$ cat src/hw/rtl/i2ra_pkg.sv
// Shared types, sizes and character codes for the integer to radix ASCII core.
// Used by the controller, the datapath, the top level and the checker. No dependencies.
`timescale 1ns / 1ps
`default_nettype none

package i2ra_pkg;

	// Width of the numeric value that is converted (low bits of the value port)
	localparam int VALUE_BITS = 64;
	// Width of the value port as fixed by the interface
	localparam int IN_BITS = 64;

	// Digit counts per radix
	localparam int HEX_DIGITS = (VALUE_BITS + 3) / 4;
	localparam int OCT_DIGITS = (VALUE_BITS + 2) / 3;
	localparam int DEC_DIGITS = (VALUE_BITS * 3) / 10 + 1;
	localparam int MAX_HO     = (HEX_DIGITS > OCT_DIGITS) ? HEX_DIGITS : OCT_DIGITS;
	localparam int MAX_DIGITS = (MAX_HO > DEC_DIGITS) ? MAX_HO : DEC_DIGITS;
	localparam int DIG_BITS   = MAX_DIGITS * 4;
	localparam int HEX_PAD    = HEX_DIGITS * 4;
	localparam int OCT_PAD    = OCT_DIGITS * 3;
	localparam int IDX_W      = $clog2(MAX_DIGITS);

	// Binary to BCD: bits shifted in per cycle
	localparam int DABBLE_BITS = 4;
	localparam int CONV_STEPS  = (VALUE_BITS + DABBLE_BITS - 1) / DABBLE_BITS;
	localparam int PAD_BITS    = CONV_STEPS * DABBLE_BITS;
	localparam int CNT_W       = (CONV_STEPS > 1) ? $clog2(CONV_STEPS) : 1;

	// Mode codes
	localparam logic [2:0] MODE_HEX_LO = 3'd0;
	localparam logic [2:0] MODE_HEX_UP = 3'd1;
	localparam logic [2:0] MODE_UDEC   = 3'd2;
	localparam logic [2:0] MODE_SDEC   = 3'd3;
	localparam logic [2:0] MODE_OCT    = 3'd4;

	// Character codes
	localparam logic [7:0] CHAR_ZERO    = 8'h30;
	localparam logic [7:0] CHAR_LOWER_A = 8'h61;
	localparam logic [7:0] CHAR_UPPER_A = 8'h41;
	localparam logic [7:0] CHAR_MINUS   = 8'h2D;

	// Controller to datapath commands
	typedef struct packed {
		logic load;
		logic dabble;
		logic scan;
		logic emit_sign;
		logic emit_digit;
	} cmd_t;

	// Datapath to controller status
	typedef struct packed {
		logic neg;
		logic idx_zero;
		logic out_free;
	} sts_t;

	// ASCII code of one digit 0..15
	function automatic logic [7:0] digit_char(input logic [3:0] d, input logic upper);
		logic [7:0] alpha;
		alpha = upper ? CHAR_UPPER_A : CHAR_LOWER_A;
		if (d >= 4'd10) begin
			return alpha + {4'b0000, d} - 8'd10;
		end
		return CHAR_ZERO + {4'b0000, d};
	endfunction

endpackage

`default_nettype wire

$ cat src/hw/rtl/integer_to_radix_ascii_core.sv
// Top level of the integer to radix ASCII core.
// Joins i2ra_ctrl and i2ra_dpath; depends on i2ra_pkg.
//
// Usage:
//   Input channel (in_valid / in_stall, mode, value): one item is a number and
//   a mode (hex lower, hex upper, unsigned decimal, signed decimal, octal).
//   Items with an unused mode are taken and dropped without output.
//   Output channel (out_valid / out_stall, character, last): one ASCII
//   character per item, most significant digit first, no leading zeros,
//   a '-' first for negative signed decimal; last marks the final character.
//   Sequencing: one input item is handled at a time. After acceptance the
//   core scans for the leading digit, then emits the characters through the
//   output register; decimal items first pass the BCD converter, which
//   shifts 4 bits of the 64-bit value per cycle.
//   A stall on the output holds the current character and pauses emission;
//   the input stays stalled until the final character is in the output
//   register, and the next item may be taken while it waits there.
//   Reset (arst_n low) returns to idle and clears out_valid.
`timescale 1ns / 1ps
`default_nettype none

module integer_to_radix_ascii_core (
	input  wire logic                         clk,
	input  wire logic                         arst_n,
	input  wire logic                         in_valid,
	output logic                              in_stall,
	input  wire logic [2:0]                   mode,
	input  wire logic [i2ra_pkg::IN_BITS-1:0] value,
	output logic                              out_valid,
	input  wire logic                         out_stall,
	output logic [7:0]                        character,
	output logic                              last
);

	i2ra_pkg::cmd_t cmd;
	i2ra_pkg::sts_t sts;

	i2ra_ctrl u_ctrl (
		.clk      (clk),
		.arst_n   (arst_n),
		.in_valid (in_valid),
		.mode     (mode),
		.sts      (sts),
		.in_stall (in_stall),
		.cmd      (cmd)
	);

	i2ra_dpath u_dpath (
		.clk       (clk),
		.arst_n    (arst_n),
		.cmd       (cmd),
		.mode      (mode),
		.value     (value),
		.sts       (sts),
		.out_stall (out_stall),
		.out_valid (out_valid),
		.character (character),
		.last      (last)
	);

endmodule

`default_nettype wire

$ cat src/hw/rtl/i2ra_ctrl.sv
// Controller state machine of the integer to radix ASCII core.
// Sequences load, BCD conversion, digit scan and character emission.
// Depends on i2ra_pkg.
`timescale 1ns / 1ps
`default_nettype none

module i2ra_ctrl (
	input  wire logic          clk,
	input  wire logic          arst_n,
	input  wire logic          in_valid,
	input  wire logic [2:0]    mode,
	input  i2ra_pkg::sts_t     sts,
	output logic               in_stall,
	output i2ra_pkg::cmd_t     cmd
);

	localparam logic [2:0] ST_IDLE = 3'd0;
	localparam logic [2:0] ST_CONV = 3'd1;
	localparam logic [2:0] ST_SCAN = 3'd2;
	localparam logic [2:0] ST_SIGN = 3'd3;
	localparam logic [2:0] ST_EMIT = 3'd4;

	logic [2:0]                 state_q, state_d;
	logic [i2ra_pkg::CNT_W-1:0] cnt_q, cnt_d;
	logic                       mode_ok, mode_dec;

	// Decode the incoming mode
	always_comb begin
		mode_ok  = mode inside {i2ra_pkg::MODE_HEX_LO, i2ra_pkg::MODE_HEX_UP,
			i2ra_pkg::MODE_UDEC, i2ra_pkg::MODE_SDEC, i2ra_pkg::MODE_OCT};
		mode_dec = mode inside {i2ra_pkg::MODE_UDEC, i2ra_pkg::MODE_SDEC};
	end

	assign in_stall = (state_q != ST_IDLE);

	// Next state and commands
	always_comb begin
		state_d = state_q;
		cnt_d   = cnt_q;
		cmd     = '0;
		case (state_q)
			ST_IDLE: begin
				// drop items with an unused mode
				if (in_valid && mode_ok) begin
					cmd.load = 1'b1;
					cnt_d    = '0;
					state_d  = mode_dec ? ST_CONV : ST_SCAN;
				end
			end
			ST_CONV: begin
				cmd.dabble = 1'b1;
				cnt_d      = cnt_q + 1'b1;
				if (cnt_q == i2ra_pkg::CNT_W'(i2ra_pkg::CONV_STEPS - 1)) begin
					state_d = ST_SCAN;
				end
			end
			ST_SCAN: begin
				cmd.scan = 1'b1;
				state_d  = sts.neg ? ST_SIGN : ST_EMIT;
			end
			ST_SIGN: begin
				if (sts.out_free) begin
					cmd.emit_sign = 1'b1;
					state_d       = ST_EMIT;
				end
			end
			ST_EMIT: begin
				if (sts.out_free) begin
					cmd.emit_digit = 1'b1;
					if (sts.idx_zero) begin
						state_d = ST_IDLE;
					end
				end
			end
			default: begin
				state_d = ST_IDLE;
			end
		endcase
	end

	// Hold state and step counter
	always_ff @(posedge clk or negedge arst_n) begin
		if (!arst_n) begin
			state_q <= ST_IDLE;
			cnt_q   <= '0;
		end else begin
			state_q <= state_d;
			cnt_q   <= cnt_d;
		end
	end

endmodule

`default_nettype wire

$ cat src/hw/rtl/i2ra_dpath.sv
// Datapath of the integer to radix ASCII core: magnitude and digit registers,
// shift-add-3 BCD converter, leading digit scan and the output register.
// Depends on i2ra_pkg.
`timescale 1ns / 1ps
`default_nettype none

module i2ra_dpath (
	input  wire logic                          clk,
	input  wire logic                          arst_n,
	input  i2ra_pkg::cmd_t                     cmd,
	input  wire logic [2:0]                    mode,
	input  wire logic [i2ra_pkg::IN_BITS-1:0]  value,
	output i2ra_pkg::sts_t                     sts,
	input  wire logic                          out_stall,
	output logic                               out_valid,
	output logic [7:0]                         character,
	output logic                               last
);

	logic [i2ra_pkg::PAD_BITS-1:0]   mag_q;
	logic [i2ra_pkg::DIG_BITS-1:0]   dig_q;
	logic                            neg_q;
	logic                            upper_q;
	logic [i2ra_pkg::IDX_W-1:0]      idx_q;
	logic                            out_valid_q;
	logic [7:0]                      char_q;
	logic                            last_q;

	logic [i2ra_pkg::VALUE_BITS-1:0] val;
	logic                            neg_w;
	logic [i2ra_pkg::VALUE_BITS-1:0] mag_w;
	logic [i2ra_pkg::HEX_PAD-1:0]    hex_src;
	logic [i2ra_pkg::OCT_PAD-1:0]    oct_src;
	logic [i2ra_pkg::DIG_BITS-1:0]   load_dig;
	logic [i2ra_pkg::DIG_BITS-1:0]   dab_dig;
	logic [i2ra_pkg::PAD_BITS-1:0]   dab_mag;
	logic [i2ra_pkg::IDX_W-1:0]      top_idx;
	logic [3:0]                      cur_digit;
	logic                            out_free;

	// Mask the value and take the magnitude of a negative signed value
	always_comb begin
		val     = value[i2ra_pkg::VALUE_BITS-1:0];
		neg_w   = (mode == i2ra_pkg::MODE_SDEC) && val[i2ra_pkg::VALUE_BITS-1];
		mag_w   = neg_w ? (~val + 1'b1) : val;
		hex_src = i2ra_pkg::HEX_PAD'(val);
		oct_src = i2ra_pkg::OCT_PAD'(val);
	end

	// Split hex and octal values straight into digit slots
	always_comb begin
		load_dig = '0;
		if (mode == i2ra_pkg::MODE_OCT) begin
			for (int i = 0; i < i2ra_pkg::OCT_DIGITS; i++) begin
				load_dig[i*4 +: 4] = {1'b0, oct_src[i*3 +: 3]};
			end
		end else if (mode == i2ra_pkg::MODE_HEX_LO || mode == i2ra_pkg::MODE_HEX_UP) begin
			for (int i = 0; i < i2ra_pkg::HEX_DIGITS; i++) begin
				load_dig[i*4 +: 4] = hex_src[i*4 +: 4];
			end
		end
	end

	// Shift-add-3 conversion, several bits per cycle
	always_comb begin
		dab_dig = dig_q;
		dab_mag = mag_q;
		for (int k = 0; k < i2ra_pkg::DABBLE_BITS; k++) begin
			for (int j = 0; j < i2ra_pkg::DEC_DIGITS; j++) begin
				if (dab_dig[j*4 +: 4] >= 4'd5) begin
					dab_dig[j*4 +: 4] = dab_dig[j*4 +: 4] + 4'd3;
				end
			end
			dab_dig = {dab_dig[i2ra_pkg::DIG_BITS-2:0], dab_mag[i2ra_pkg::PAD_BITS-1]};
			dab_mag = {dab_mag[i2ra_pkg::PAD_BITS-2:0], 1'b0};
		end
	end

	// Find the most significant nonzero digit
	always_comb begin
		top_idx = '0;
		for (int i = 0; i < i2ra_pkg::MAX_DIGITS; i++) begin
			if (dig_q[i*4 +: 4] != 4'd0) begin
				top_idx = i2ra_pkg::IDX_W'(i);
			end
		end
	end

	assign cur_digit = dig_q[idx_q*4 +: 4];
	assign out_free  = !out_valid_q || !out_stall;

	assign sts.neg      = neg_q;
	assign sts.idx_zero = (idx_q == '0);
	assign sts.out_free = out_free;

	// Hold working registers
	always_ff @(posedge clk) begin
		if (cmd.load) begin
			mag_q   <= i2ra_pkg::PAD_BITS'(mag_w);
			dig_q   <= load_dig;
			neg_q   <= neg_w;
			upper_q <= (mode == i2ra_pkg::MODE_HEX_UP);
		end else if (cmd.dabble) begin
			mag_q <= dab_mag;
			dig_q <= dab_dig;
		end
		if (cmd.scan) begin
			idx_q <= top_idx;
		end else if (cmd.emit_digit) begin
			idx_q <= idx_q - 1'b1;
		end
	end

	// Output register payload
	always_ff @(posedge clk) begin
		if (cmd.emit_sign) begin
			char_q <= i2ra_pkg::CHAR_MINUS;
			last_q <= 1'b0;
		end else if (cmd.emit_digit) begin
			char_q <= i2ra_pkg::digit_char(cur_digit, upper_q);
			last_q <= (idx_q == '0);
		end
	end

	// Output valid: set on emit, drop when taken
	always_ff @(posedge clk or negedge arst_n) begin
		if (!arst_n) begin
			out_valid_q <= 1'b0;
		end else if (cmd.emit_sign || cmd.emit_digit) begin
			out_valid_q <= 1'b1;
		end else if (!out_stall) begin
			out_valid_q <= 1'b0;
		end
	end

	assign out_valid = out_valid_q;
	assign character = char_q;
	assign last      = last_q;

endmodule

`default_nettype wire

$ cat config.mk
export PLATFORM = sky130hd
export DESIGN_NAME = integer_to_radix_ascii_core
export DESIGN_NICKNAME = d
export VERILOG_FILES = /design/src/hw/rtl/i2ra_pkg.sv /design/src/hw/rtl/integer_to_radix_ascii_core.sv /design/src/hw/rtl/i2ra_ctrl.sv /design/src/hw/rtl/i2ra_dpath.sv
export SDC_FILE = /design/constraint.sdc
export NUM_CORES = 1
export LEC_CHECK = 0
export BUFFER_PORTS_ARGS = -buffer_cell sky130_fd_sc_hd__clkbuf_2
export CORE_MARGIN = 3
export CORE_UTILIZATION = 30
export CTS_CLUSTER_SIZE = 14
export DETAILED_ROUTE_END_ITERATION = 16
export PLACE_DENSITY = 0.46
export SLEW_MARGIN = 20
export SYNTH_ARGS = -nofsm -noshare
export SYNTH_HDL_FRONTEND = slang
export SYNTH_SLANG_ARGS = --single-unit
$ cat constraint.sdc
create_clock -name clk -period 6.35 [get_ports clk]
set_input_delay 0.3175 -clock clk [delete_from_list [all_inputs] [get_ports clk]]
set_output_delay 0.3175 -clock clk [all_outputs]
set_load 0.05 [all_outputs]
==> run summary <==
Outcome: completed
Final wirelength: 63620 um
Top-area cell type share of the netlist area: 24.19%
HPWL after DPL: 48550 um
Initial antenna violation count: 1
Post-Route Setup TNS: 0 ps
Hold WC Path Type: input pin to flip-flop
IO Count: 82
Worst-path cell chain: inv_1 > ha_1 > nor2b_1 > o22ai_1 > or2_2 > ha_1 > nor2b_1 > o221ai_1 > a21oi_1 > xnor2_1 > ha_1 > nor2b_1 > o21ai_0 > xnor2_1 > ha_1 > nor2b_1 > or4_1 > o311ai_1 > mux2_1 > o21ai_1
First-pass GRT wire length: 98900 um
DRC: 0
IO Port Bufs: 80
Largest net degree at the start of global routing: 78
Post-CTS Setup Bufs: 0
Worst-margin pin slew: 864.8 ps
Layout Nets: 2608
Die area: 0.06889 mm2
Worst EP required: 6690 ps
CP Buf/Inv Count: 1
Clk buf depth: 2
Htree depth: 4
Clock buffer count from CTS: 17
Critical Path Max Stage Delay: 470 ps
Slowest-stage cell, CP: edfxtp_1
Reg clk slew, reported paths: 70 ps
Yosys top cell by area: edfxtp_1
Final worst-path cycle share: 87.93%
Skew-Pair Late Insertion Delay: 500 ps
Starting Density: 30.45%
Vias/cell: 5.492
Cell family with most CP delay: simple AND/OR/NAND/NOR gates
Vias in the first global route: 17160
Top achievable clock speed: 179.1 MHz
Die W: 262.5 um
Syn Area/Cell: 8.376 um2
Mapped Cells: 2356
Yosys cell types: 86
Most common cell in the synthesized netlist: nand2_1
Crit end category: flip-flop
Total gr overflow: 0
Worst relative slew slack: 41.87%
Die height: 262.5 um
Crit path max fanout: 9
DRT Pass-1 Iters: 5
Top cells by area, synth: edfxtp_1, ha_1, nand2_1
Number of enable flip-flop cells after synthesis: 159
Ant. Diodes: 0
Post-layout minimum cycle time: 5584 ps
Antenna violation net count after detailed routing: 0
Area grow syn2layout: 9.378%
TritonCTS clock tree: done
Hold Fails Final Rpt: 0
Hold_ws: 183.0 ps
Main synth FF type: edfxtp_1
Net Count, Synth: 2594
Core Rows: 93
Worst Setup Start Kind: flip-flop
WS Path Type: flip-flop to flip-flop
Filler Cells Inserted: 6755
Post-synth ARST share: 4.571%
Top cells by instance count after synthesis: nand2_1, inv_1, ha_1, o21ai_0, edfxtp_1
Max Cap Violations: 0
Arrival @ worst endpoint: 5930 ps
Cell Area, Synth: 0.01973 mm2
Core area: 0.06481 mm2
Final WS setup: 766.3 ps
GRT Util Overall: 18.02%
Post-synthesis sequential area ratio: 26.02%
Layout cell share with drive strength beyond 1: 9.862%
Vias: 17780
RSZ-0062 raised after global routing: no
Setup Skew: 10.35 ps
Final Max Slew Viols: 0
CTS Sinks: 175
Placer congestion estimate: 0.8255
Routed wire per std cell: 19.65 um
Yosys reg bits: 175
Final setup fails: 0
YS warnings: 0
Initial DRC Count: 1225
CTS root buffer: clkbuf_16
Pre-CTS setup slack: 714.6 ps
worst paths after layout:
check	depth (start not counted)	slack (ps)	startpoint	to
min in group asynchronous	2	200	arst_n	u_ctrl.cnt_q[0]
max in group asynchronous	2	5960	arst_n	u_ctrl.cnt_q[1]
worst min-delay path	3	180	out_stall	u_dpath.last
worst max register to register	20	770	u_dpath.dig_q[48]	u_dpath.dig_q[50]
worst min register to register	2	460	u_dpath.last	u_dpath.last
worst max-delay path	20	770	u_dpath.dig_q[48]	u_dpath.dig_q[50]
flip-flops by register name, indices dropped and copies added, names as in the netlist:
name               count
u_dpath.dig_q         88
u_dpath.out_valid      1
u_dpath.idx_q          5
u_dpath.mag_q         64
u_dpath.upper_q        1
u_dpath.neg_q          1
u_dpath.last           1
u_ctrl.cnt_q           4
u_dpath.character      7
u_ctrl.state_q         3
stage by stage:
step / utilization [%] / cell area (um2) / cells
2_1_floorplan: - / 19730 / 2356
3_3_place_gp: 32.33 / 20950 / 3205
3_5_place_dp: 32.33 / 20950 / 3205
4_1_cts: 33.29 / 21580 / 3238
5_1_grt: 33.30 / 21580 / 3238
6_report: 33.30 / 21580 / 3238
final cells by class:
class / count / area, um2 / area share [%]
inverters: 194 / 734.5 / 3.403
clock inverters: 14 / 183.9 / 0.8521
multi-input cells: 1886 / 13500 / 62.53
repair buffers: 96 / 535.5 / 2.481
clock buffers: 18 / 429.2 / 1.988
flip-flops and latches: 175 / 5135 / 23.79
well taps: 855 / 1070 / 4.956
placed cells by master, fill, tap and decap left out, types with 19 or more instances in the layout:
cell,instances
nand2_1,231
inv_1,190
ha_1,167
o21ai_0,161
edfxtp_1,159
nor2_1,138
a21oi_1,98
clkbuf_2,80
xnor2_1,77
mux2i_1,76
nand2b_1,69
nand3_1,65
and2_1,57
a22oi_1,52
mux2_2,48
xor2_1,47
nor2b_1,45
nor3_1,42
a211o_1,35
o21ai_1,34
o211ai_1,28
a31oi_1,28
a211oi_1,26
o31ai_1,25
or3_1,24
nor3b_1,22
a21o_1,22
o21a_1,21
mux4_2,19
a221oi_1,19
worst min-delay path, cell delays in order:
cell and delay, ps:
clkbuf_2 100, a21oi_1 100, a21oi_1 110
what timing repair did:
action / in CTS / in global routing
gates resized for setup: 0 / 1
setup endpoints to repair: 0 / 1
hold endpoints to repair: 8 / 0
hold buffers: 1 / 0
per-layer routing:
layer | up-vias | part of all wire [%] | track usage, % | routed length (um)
met2 | 335 | 45 | 28.99 | 28780
met3 | 49 | 3.3 | 2.032 | 2088
met1 | 8699 | 50 | 25.59 | 31690
met5 | - | 0 | 0 | 0
li1 | 8701 | - | - | -
met4 | 0 | 1.7 | 4.795 | 1056
kinds of logic (layout without fill, tap and decap cells):
| group | count (synthesis) | in the layout | synth area share [%] |
|---|---|---|---|
| flops | 175 | 175 | 26.02 |
| xor+xnor | 125 | 125 | 5.548 |
| simple gates | 774 | 774 | 20.16 |
| fa+ha+maj | 167 | 167 | 10.59 |
| mux | 146 | 146 | 8.934 |
| compound gates | 673 | 673 | 22.95 |
| other cells | 1 | 1 | 0.01900 |
| buf+inv | 295 | 322 | 5.782 |
Power is not shown: default switching activity piles up to over one toggle a cycle in this logic, so the estimate is an artifact.
